**src/rtl/upd_pkg.sv**
```systemverilog
// Package with byte codes, the queued result type and the decode helper functions.
package upd_pkg;

    // Character codes seen in form-encoded strings.
    localparam logic [7:0] CH_PERCENT = 8'h25;
    localparam logic [7:0] CH_PLUS    = 8'h2B;
    localparam logic [7:0] CH_MINUS   = 8'h2D;
    localparam logic [7:0] CH_SPACE   = 8'h20;
    localparam logic [7:0] CH_TAB     = 8'h09;
    localparam logic [7:0] CH_CR      = 8'h0D;
    localparam logic [7:0] CH_ZERO    = 8'h30;
    localparam logic [7:0] CH_NINE    = 8'h39;
    localparam logic [7:0] CH_LOWER_A = 8'h61;
    localparam logic [7:0] CH_LOWER_F = 8'h66;
    localparam logic [7:0] CH_UPPER_A = 8'h41;
    localparam logic [7:0] CH_UPPER_F = 8'h46;

    // One decoded output item.
    typedef struct packed {
        logic [7:0] data;
        logic       last;
    } upd_item_t;

    // Hex digit lookup: bit 4 flags a valid digit, bits 3:0 carry its value.
    function automatic logic [4:0] hex_nibble(input logic [7:0] c);
        logic [7:0] diff;
        begin
            diff = 8'h00;
            if (c >= CH_ZERO && c <= CH_NINE) begin
                diff = c - CH_ZERO;
                hex_nibble = {1'b1, diff[3:0]};
            end else if (c >= CH_LOWER_A && c <= CH_LOWER_F) begin
                diff = c - CH_LOWER_A + 8'd10;
                hex_nibble = {1'b1, diff[3:0]};
            end else if (c >= CH_UPPER_A && c <= CH_UPPER_F) begin
                diff = c - CH_UPPER_A + 8'd10;
                hex_nibble = {1'b1, diff[3:0]};
            end else begin
                hex_nibble = 5'b0_0000;
            end
        end
    endfunction

    // Whitespace as a number parser skips it: space, tab, LF, VT, FF, CR.
    function automatic logic is_blank(input logic [7:0] c);
        is_blank = (c == CH_SPACE) || (c >= CH_TAB && c <= CH_CR);
    endfunction

    // A plus sign stands for a space; everything else passes.
    function automatic logic [7:0] plain_byte(input logic [7:0] c);
        plain_byte = (c == CH_PLUS) ? CH_SPACE : c;
    endfunction

    // Value of a two-byte escape, parsed as a base-16 number with an optional leading blank, plus or minus sign.
    function automatic logic [7:0] escape_value(input logic [7:0] a, input logic [7:0] b);
        logic [4:0] ha;
        logic [4:0] hb;
        begin
            ha = hex_nibble(a);
            hb = hex_nibble(b);
            if (ha[4]) begin
                escape_value = hb[4] ? {ha[3:0], hb[3:0]} : {4'h0, ha[3:0]};
            end else if (is_blank(a) || a == CH_PLUS) begin
                escape_value = hb[4] ? {4'h0, hb[3:0]} : 8'h00;
            end else if (a == CH_MINUS) begin
                escape_value = hb[4] ? (8'h00 - {4'h0, hb[3:0]}) : 8'h00;
            end else begin
                escape_value = 8'h00;
            end
        end
    endfunction

endpackage

```
**src/rtl/url_percent_decoder_unit.sv**
```systemverilog
// Streaming URL form decoder: one encoded byte in, zero to two decoded bytes out.
// Decoded bytes are registered in the output queue before they appear on the master side.
// Throughput: one input item per cycle; a three-entry output queue absorbs the
// two-result items at string end, and the input stalls only while two or more results wait.
// Reset (aresetn low, synchronous) clears the escape state and empties the queue.
module url_percent_decoder_unit (
    input  logic       aclk,
    input  logic       aresetn,
    input  logic       s_tvalid,
    output logic       s_tready,
    input  logic [7:0] s_tdata,   // in_byte [7:0]
    input  logic       s_tlast,   // in_last
    output logic       m_tvalid,
    input  logic       m_tready,
    output logic [7:0] m_tdata,   // out_byte [7:0]
    output logic       m_tlast    // out_last
);
    import upd_pkg::*;

    // Escape phases.
    localparam logic [1:0] PH_IDLE   = 2'd0;
    localparam logic [1:0] PH_PCT    = 2'd1;
    localparam logic [1:0] PH_DIGIT  = 2'd2;

    localparam int QDEPTH = 3;

    logic [1:0] phase_reg, phase_next;
    logic [7:0] first_reg, first_next;
    upd_item_t  q_reg [QDEPTH];
    upd_item_t  q_next [QDEPTH];
    logic [1:0] cnt_reg, cnt_next;

    logic       s_acc;
    logic       m_acc;
    logic [1:0] push_n;
    upd_item_t  res0;
    upd_item_t  res1;
    logic [1:0] base;

    assign s_acc    = s_tvalid && s_tready;
    assign m_acc    = m_tvalid && m_tready;
    assign s_tready = (cnt_reg <= 2'd1);
    assign m_tvalid = (cnt_reg != 2'd0);
    assign m_tdata  = q_reg[0].data;
    assign m_tlast  = q_reg[0].last;

    // Decode of the accepted byte against the escape state.
    always_comb begin
        phase_next = phase_reg;
        first_next = first_reg;
        push_n     = 2'd0;
        res0       = '{data: plain_byte(s_tdata), last: s_tlast};
        res1       = '{data: plain_byte(s_tdata), last: 1'b1};
        if (s_acc) begin
            case (phase_reg)
                PH_PCT: begin
                    if (s_tlast) begin
                        // Percent sign was second to last: emit it literally first.
                        res0       = '{data: CH_PERCENT, last: 1'b0};
                        push_n     = 2'd2;
                        phase_next = PH_IDLE;
                        first_next = 8'h00;
                    end else begin
                        first_next = s_tdata;
                        phase_next = PH_DIGIT;
                    end
                end
                PH_DIGIT: begin
                    res0       = '{data: escape_value(first_reg, s_tdata), last: s_tlast};
                    push_n     = 2'd1;
                    phase_next = PH_IDLE;
                    first_next = 8'h00;
                end
                default: begin
                    phase_next = PH_IDLE;
                    if (s_tdata == CH_PERCENT && !s_tlast) begin
                        phase_next = PH_PCT;
                    end else begin
                        push_n = 2'd1;
                    end
                end
            endcase
        end
    end

    // Output queue: the head sits in entry 0, a pop shifts the rest down.
    always_comb begin
        q_next = q_reg;
        if (m_acc) begin
            q_next[0] = q_reg[1];
            q_next[1] = q_reg[2];
        end
        base = cnt_reg - {1'b0, m_acc};
        if (push_n != 2'd0) begin
            q_next[base] = res0;
        end
        if (push_n == 2'd2) begin
            q_next[base + 2'd1] = res1;
        end
        cnt_next = base + push_n;
    end

    // Control state.
    always_ff @(posedge aclk) begin
        if (!aresetn) begin
            phase_reg <= PH_IDLE;
            first_reg <= 8'h00;
            cnt_reg   <= 2'd0;
        end else begin
            phase_reg <= phase_next;
            first_reg <= first_next;
            cnt_reg   <= cnt_next;
        end
    end

    // Queue payload needs no reset.
    always_ff @(posedge aclk) begin
        q_reg <= q_next;
    end

    // A string end always returns the escape logic to idle.
    a_last_clears: assert property (@(posedge aclk) disable iff (!aresetn)
        (s_acc && s_tlast) |=> (phase_reg == PH_IDLE))
        else $error("escape state not cleared at string end");

    // A plain byte in idle phase always leaves something to deliver.
    a_plain_pushes: assert property (@(posedge aclk) disable iff (!aresetn)
        (s_acc && phase_reg == PH_IDLE && s_tdata != CH_PERCENT) |=> m_tvalid)
        else $error("plain byte produced no output item");

    // A stalled head item is never dropped from the queue.
    a_no_drop: assert property (@(posedge aclk) disable iff (!aresetn)
        (m_tvalid && !m_tready) |=> (m_tvalid && cnt_reg >= $past(cnt_reg)))
        else $error("queued item lost while stalled");

endmodule
```
**config.mk**
```make
export PLATFORM = sky130hd
export DESIGN_NAME = url_percent_decoder_unit
export DESIGN_NICKNAME = d
export VERILOG_FILES = /design/src/rtl/upd_pkg.sv /design/src/rtl/url_percent_decoder_unit.sv
export SDC_FILE = /design/constraint.sdc
export NUM_CORES = 1
export LEC_CHECK = 0
export BUFFER_PORTS_ARGS = -buffer_cell sky130_fd_sc_hd__clkbuf_2
export CAP_MARGIN = 20
export CORE_ASPECT_RATIO = 1.1
export CORE_UTILIZATION = 65
export DETAILED_ROUTE_END_ITERATION = 6
export PLACE_DENSITY = 0.86
export SYNTH_ARGS = -nofsm -noshare
export SYNTH_HDL_FRONTEND = slang
export SYNTH_SLANG_ARGS = --single-unit
```
**constraint.sdc**
```tcl
create_clock -name aclk -period 4.1 [get_ports aclk]
set_input_delay 0.205 -clock aclk [delete_from_list [all_inputs] [get_ports aclk]]
set_output_delay 0.205 -clock aclk [all_outputs]
set_load 0.05 [all_outputs]
```
Word level (Yosys, flattened, before mapping)
Index checks and enable logic that the tools add are counted.

Bits in registers: 39. Input port bits: 13.

Add/subtract/negate cells: 14. $lt $le $gt $ge: 19. Equal/unequal tests: 8. Mux-type cells: 38. Bitwise gates (word level): 2. Reduce and logical (&&, ||, !) cells: 19.

Operators with widths (count): $mux 8 (7); $bwmux 27 (2); $mux 27 (2); $mux 5 (10); $eq 8x6->1 const B (5); $demux 9 s2 (2); $mux 9 (4); $ge 8x7->1 const B (4); $le 8x7->1 const B (4); $sub 4x1->4 const B (6); $mux 18 (1); $pmux 9 s2 (1); $add 4x4->4 const B (4); $ge 8x6->1 const B (2); $le 8x6->1 const B (2); $pmux 8 s2 (1); $logic_and 1x1->1 (12); $ge 8x4->1 const B (1); $le 8x4->1 const B (1); $pmux 2 s2 (2); $ge 3x3->1 const B (2); $lt 3x1->1 const B (2); $mux 2 (3); $not 2->3 (2); other kinds (13) (18).

Longest topological paths before layout
Depth after elaboration: 18. Gate-level depth with buffers: 12. Mapped depth without buffers: 12.

Worst setup path after synthesis
No wires, ideal clock.

Path kind: register to register. Start point: reg cnt_reg[1]. End point: reg q_reg[5] (netlist bit). Setup time: 0.119 ns. Arrival: 2.840 ns. Required time: 3.981 ns. Setup slack: 1.141 ns. Cell stages (with the launch flop): 12. Path buffers: 1. Cell sequence: dfxtp_1 inv_1 nand2_1 nand2_1 inv_1 ha_1 xor2_1 nor2_1 nand2b_1 clkbuf_1 nand2_1 o221a_2.

RTL lines: from (decl) (RTL line url_percent_decoder_unit.sv:31) `logic [1:0] cnt_reg, cnt_next;`; from (signal assigned) (RTL line url_percent_decoder_unit.sv:112) `cnt_reg <= cnt_next;`; to (signal assigned) (RTL line url_percent_decoder_unit.sv:118) `q_reg <= q_next;`; to (decl) (RTL line url_percent_decoder_unit.sv:29) `upd_item_t q_reg [QDEPTH];`.

==> flow_summary.yaml <==
clock_network:
  h-tree-depth: 2
  cts_buffer_depth: 2
  holdBufCountCts: 0
  cts_buffers: 5
  clkLatencyLatePin_ns: 0.31
  clk_pin_slew_worst_paths_ns: 0.08
  cts_tree: "built"
  post_cts_resized: 0
  clockRootBuffer: "clkbuf_8"
  cts_sinks: 39
  post-cts-setup-buffers: 0
power:
  vdd_ir_drop_max_v: 0.000263
  p_leak_uw: 0.00125
  p_clk_share_pct: 15.9
  swShare_pct: 44.8
  p_int_uw: 1050
  pwr-share-comb_pct: 52.3
  switchingPower_uw: 849
  power.density_nw_per_um2: 635
  p_seq_share_pct: 31.7
sta:
  slew_violations: 0
  finClkSkew_ns: 0.00395
  hold_violations: 0
  worst_pin_slew_ns: 0.722
  fmax_mhz: 337
  fin_crit_sh_pct: 72.3
  min_period_ns: 2.97
  setup_tns_ns: 0
  rsz0062_at_grt: "false"
  setup_violations: 0
  slew_headroom_pct: 51.6
global_route:
  overflow: 0
  grt_usage_pct: 32.2
  first_global_vias: 2526
  grt_max_degree: 26
  antenna_found_initial: 0
  grt_pass1_wl_um: 11600
floorplanning:
  start_util_pct: 69.8
  ioPinCount: 24
  die_area_um2: 4620
  num_rows: 24
  die_x_um: 64.9
  die_h_um: 71.2
  core_region_area_um2: 4050
run_status:
  status: "finished clean"
worst_setup_path:
  critical_path_class: "reg -> reg"
  cp_data_arrival_time_ns: 3.14
  required_ns: 4.27
  cp_max_fo: 8
  end_kind: "flop"
  cp-start-kind: "flop"
synth:
  synth_top_area_cell: "dfxtp_1"
  synth.area.top_cells: "dfxtp_1 28%, ha_1 5.3%, mux2i_1 5.3%, nor2_1 4.4%, a21oi_1 3.5%"
  synthCells: 342
  syn_area_um2: 2830
  synth_seq_cells: 39
  ys_seq_area_share_pct: 27.6
  yosysTopAreaCellShare_pct: 27.6
  synth_warnings: 0
  synth-edff-count: 0
  synth_commonest_cells: "39 x dfxtp_1, 33 x nor2_1, 26 x inv_1, 26 x nand2_1, 20 x a21oi_1"
  yosysMostFrequentCell: "dfxtp_1"
  avgSynthCellArea_um2: 8.28
  ys_async_sr_fraction_pct: 0
  synth_nets: 367
  yosys_most_used_dff: "dfxtp_1"
  synthDistinctLibCells: 71
final_layout:
  area_delta_synth_final_pct: 5.39
  drive_gt1_share_pct: 19.1
  instances_no_fill: 403
  fin_nets: 375
  fillers: 338
  n_antenna_cell: 0
  largest_reg_flops: 18
  postLayoutCellArea_um2: 2980
placement:
  io_buffers: 23
  dp_hpwl_um: 5160
  dp_cells: 395
  placed_area_um2: 2880
  gp_congestion: 0.929
route:
  ant_nets: 0
  drc_errors: 0
  via_per_inst: 6.40
  vias: 2579
  drt_iter0_drc: 259
  drt_wl_total_um: 6830
  first_pass_iters: 5
  wl_per_cell_um: 16.9
min_path:
  hp-class: "in -> reg"
flow_run:
  max_cap_viol_count: 0
layer usage:
metal  global-route usage [%]  vias up  wire [um]
met5                        0        -          0
met3                     7.90       13        471
met4                     11.4        0        135
li1                         -     1260          -
met1                     37.4     1197       2860
met2                     56.5      109       3360
path summary, 6_finish.rpt:
| kind | startpoint | end | slack [ns] | cells after the start |
|---|---|---|---|---|
| worst max register to register | first_reg[0]$_SDFFE_PN0P_ | m_tdata[3]$_DFF_P_ | 1.13 | 8 |
| worst max-delay path | first_reg[0]$_SDFFE_PN0P_ | m_tdata[3]$_DFF_P_ | 1.13 | 8 |
| worst min register to register | q_reg[1]$_DFF_P_ | q_reg[1]$_DFF_P_ | 0.48 | 2 |
| worst min-delay path | aresetn | first_reg[0]$_SDFFE_PN0P_ | 0.25 | 2 |
power by group through the flow:
| stage | clock (uW) | combinational (uW) | sequential [uW] |
|---|---|---|---|
| floorplan | 0 | 855 | 610 |
| global placement | 0 | 944 | 603 |
| detailed placement | 0 | 978 | 610 |
| CTS | 305 | 982 | 601 |
| global route | 320 | 1080 | 615 |
| finish | 302 | 992 | 601 |
cell type report:
class | instances | area (um^2) | area share [%]
clock buffer | 7 | 96.3 | 3.23
tap | 52 | 65.1 | 2.18
multi-input combinational | 253 | 1810 | 60.5
inverter | 26 | 97.6 | 3.27
sequential | 39 | 781 | 26.2
clock inverter | 1 | 7.51 | 0.252
timing repair buffer | 25 | 130 | 4.36
per-stage QoR:
step / utilization, % / total power, uW / setup WS [ns] / hold slack (ns)
final: 73.6 / 1890 / 1.13 / 0.246
after global routing: 73.6 / 2010 / 0.870 / 0.260
after CTS: 73.6 / 1890 / 1.21 / 0.247
after detailed placement: 71.0 / 1590 / 0.921 / 0.458
after global placement: 71.0 / 1550 / 1.02 / 0.455
after floorplan: - / 1470 / 1.14 / 0.359
cells by family (layout without fill, tap and decap cells):
| family | Yosys count | after routing | synth area share (%) |
|---|---|---|---|
| buffers and inverters | 50 | 59 | 8.62 |
| adder cells (fa/ha/maj) | 12 | 12 | 5.30 |
| multiplexers | 16 | 16 | 5.70 |
| XOR/XNOR | 6 | 6 | 1.86 |
| AO/OA/AOI/OAI | 96 | 96 | 27.6 |
| AND/OR/NAND/NOR | 123 | 123 | 23.3 |
| flip-flops | 39 | 39 | 27.6 |
cells in the final DEF (no fill, tap or decap), drive strengths merged, types with 3 or more instances in the layout:
| master | instances |
|---|---|
| inv | 26 |
| o21ai | 11 |
| or3 | 3 |
| a221oi | 15 |
| mux2i | 15 |
| nand2 | 27 |
| nor2 | 36 |
| nand3 | 13 |
| a22oi | 4 |
| and2 | 6 |
| a31oi | 3 |
| nor2b | 3 |
| a21boi | 8 |
| o211ai | 3 |
| a21oi | 21 |
| a2111oi | 4 |
| nand2b | 4 |
| clkbuf | 30 |
| xnor2 | 4 |
| ha | 12 |
| dfxtp | 39 |
| a222oi | 7 |
| a211oi | 4 |
| nor3 | 14 |
| or2 | 4 |
critical path, stage by stage (launching register included):
cell,delay [ns]
dfxtp_1,0.46
ha_1,0.28
nor2_1,0.06
a2111oi_1,0.70
a21oi_1,0.41
a2111oi_0,0.46
o21ai_0,0.13
o21ai_1,0.18
a221oi_1,0.14
No activity file was read; power rests on OpenSTA's default activity.
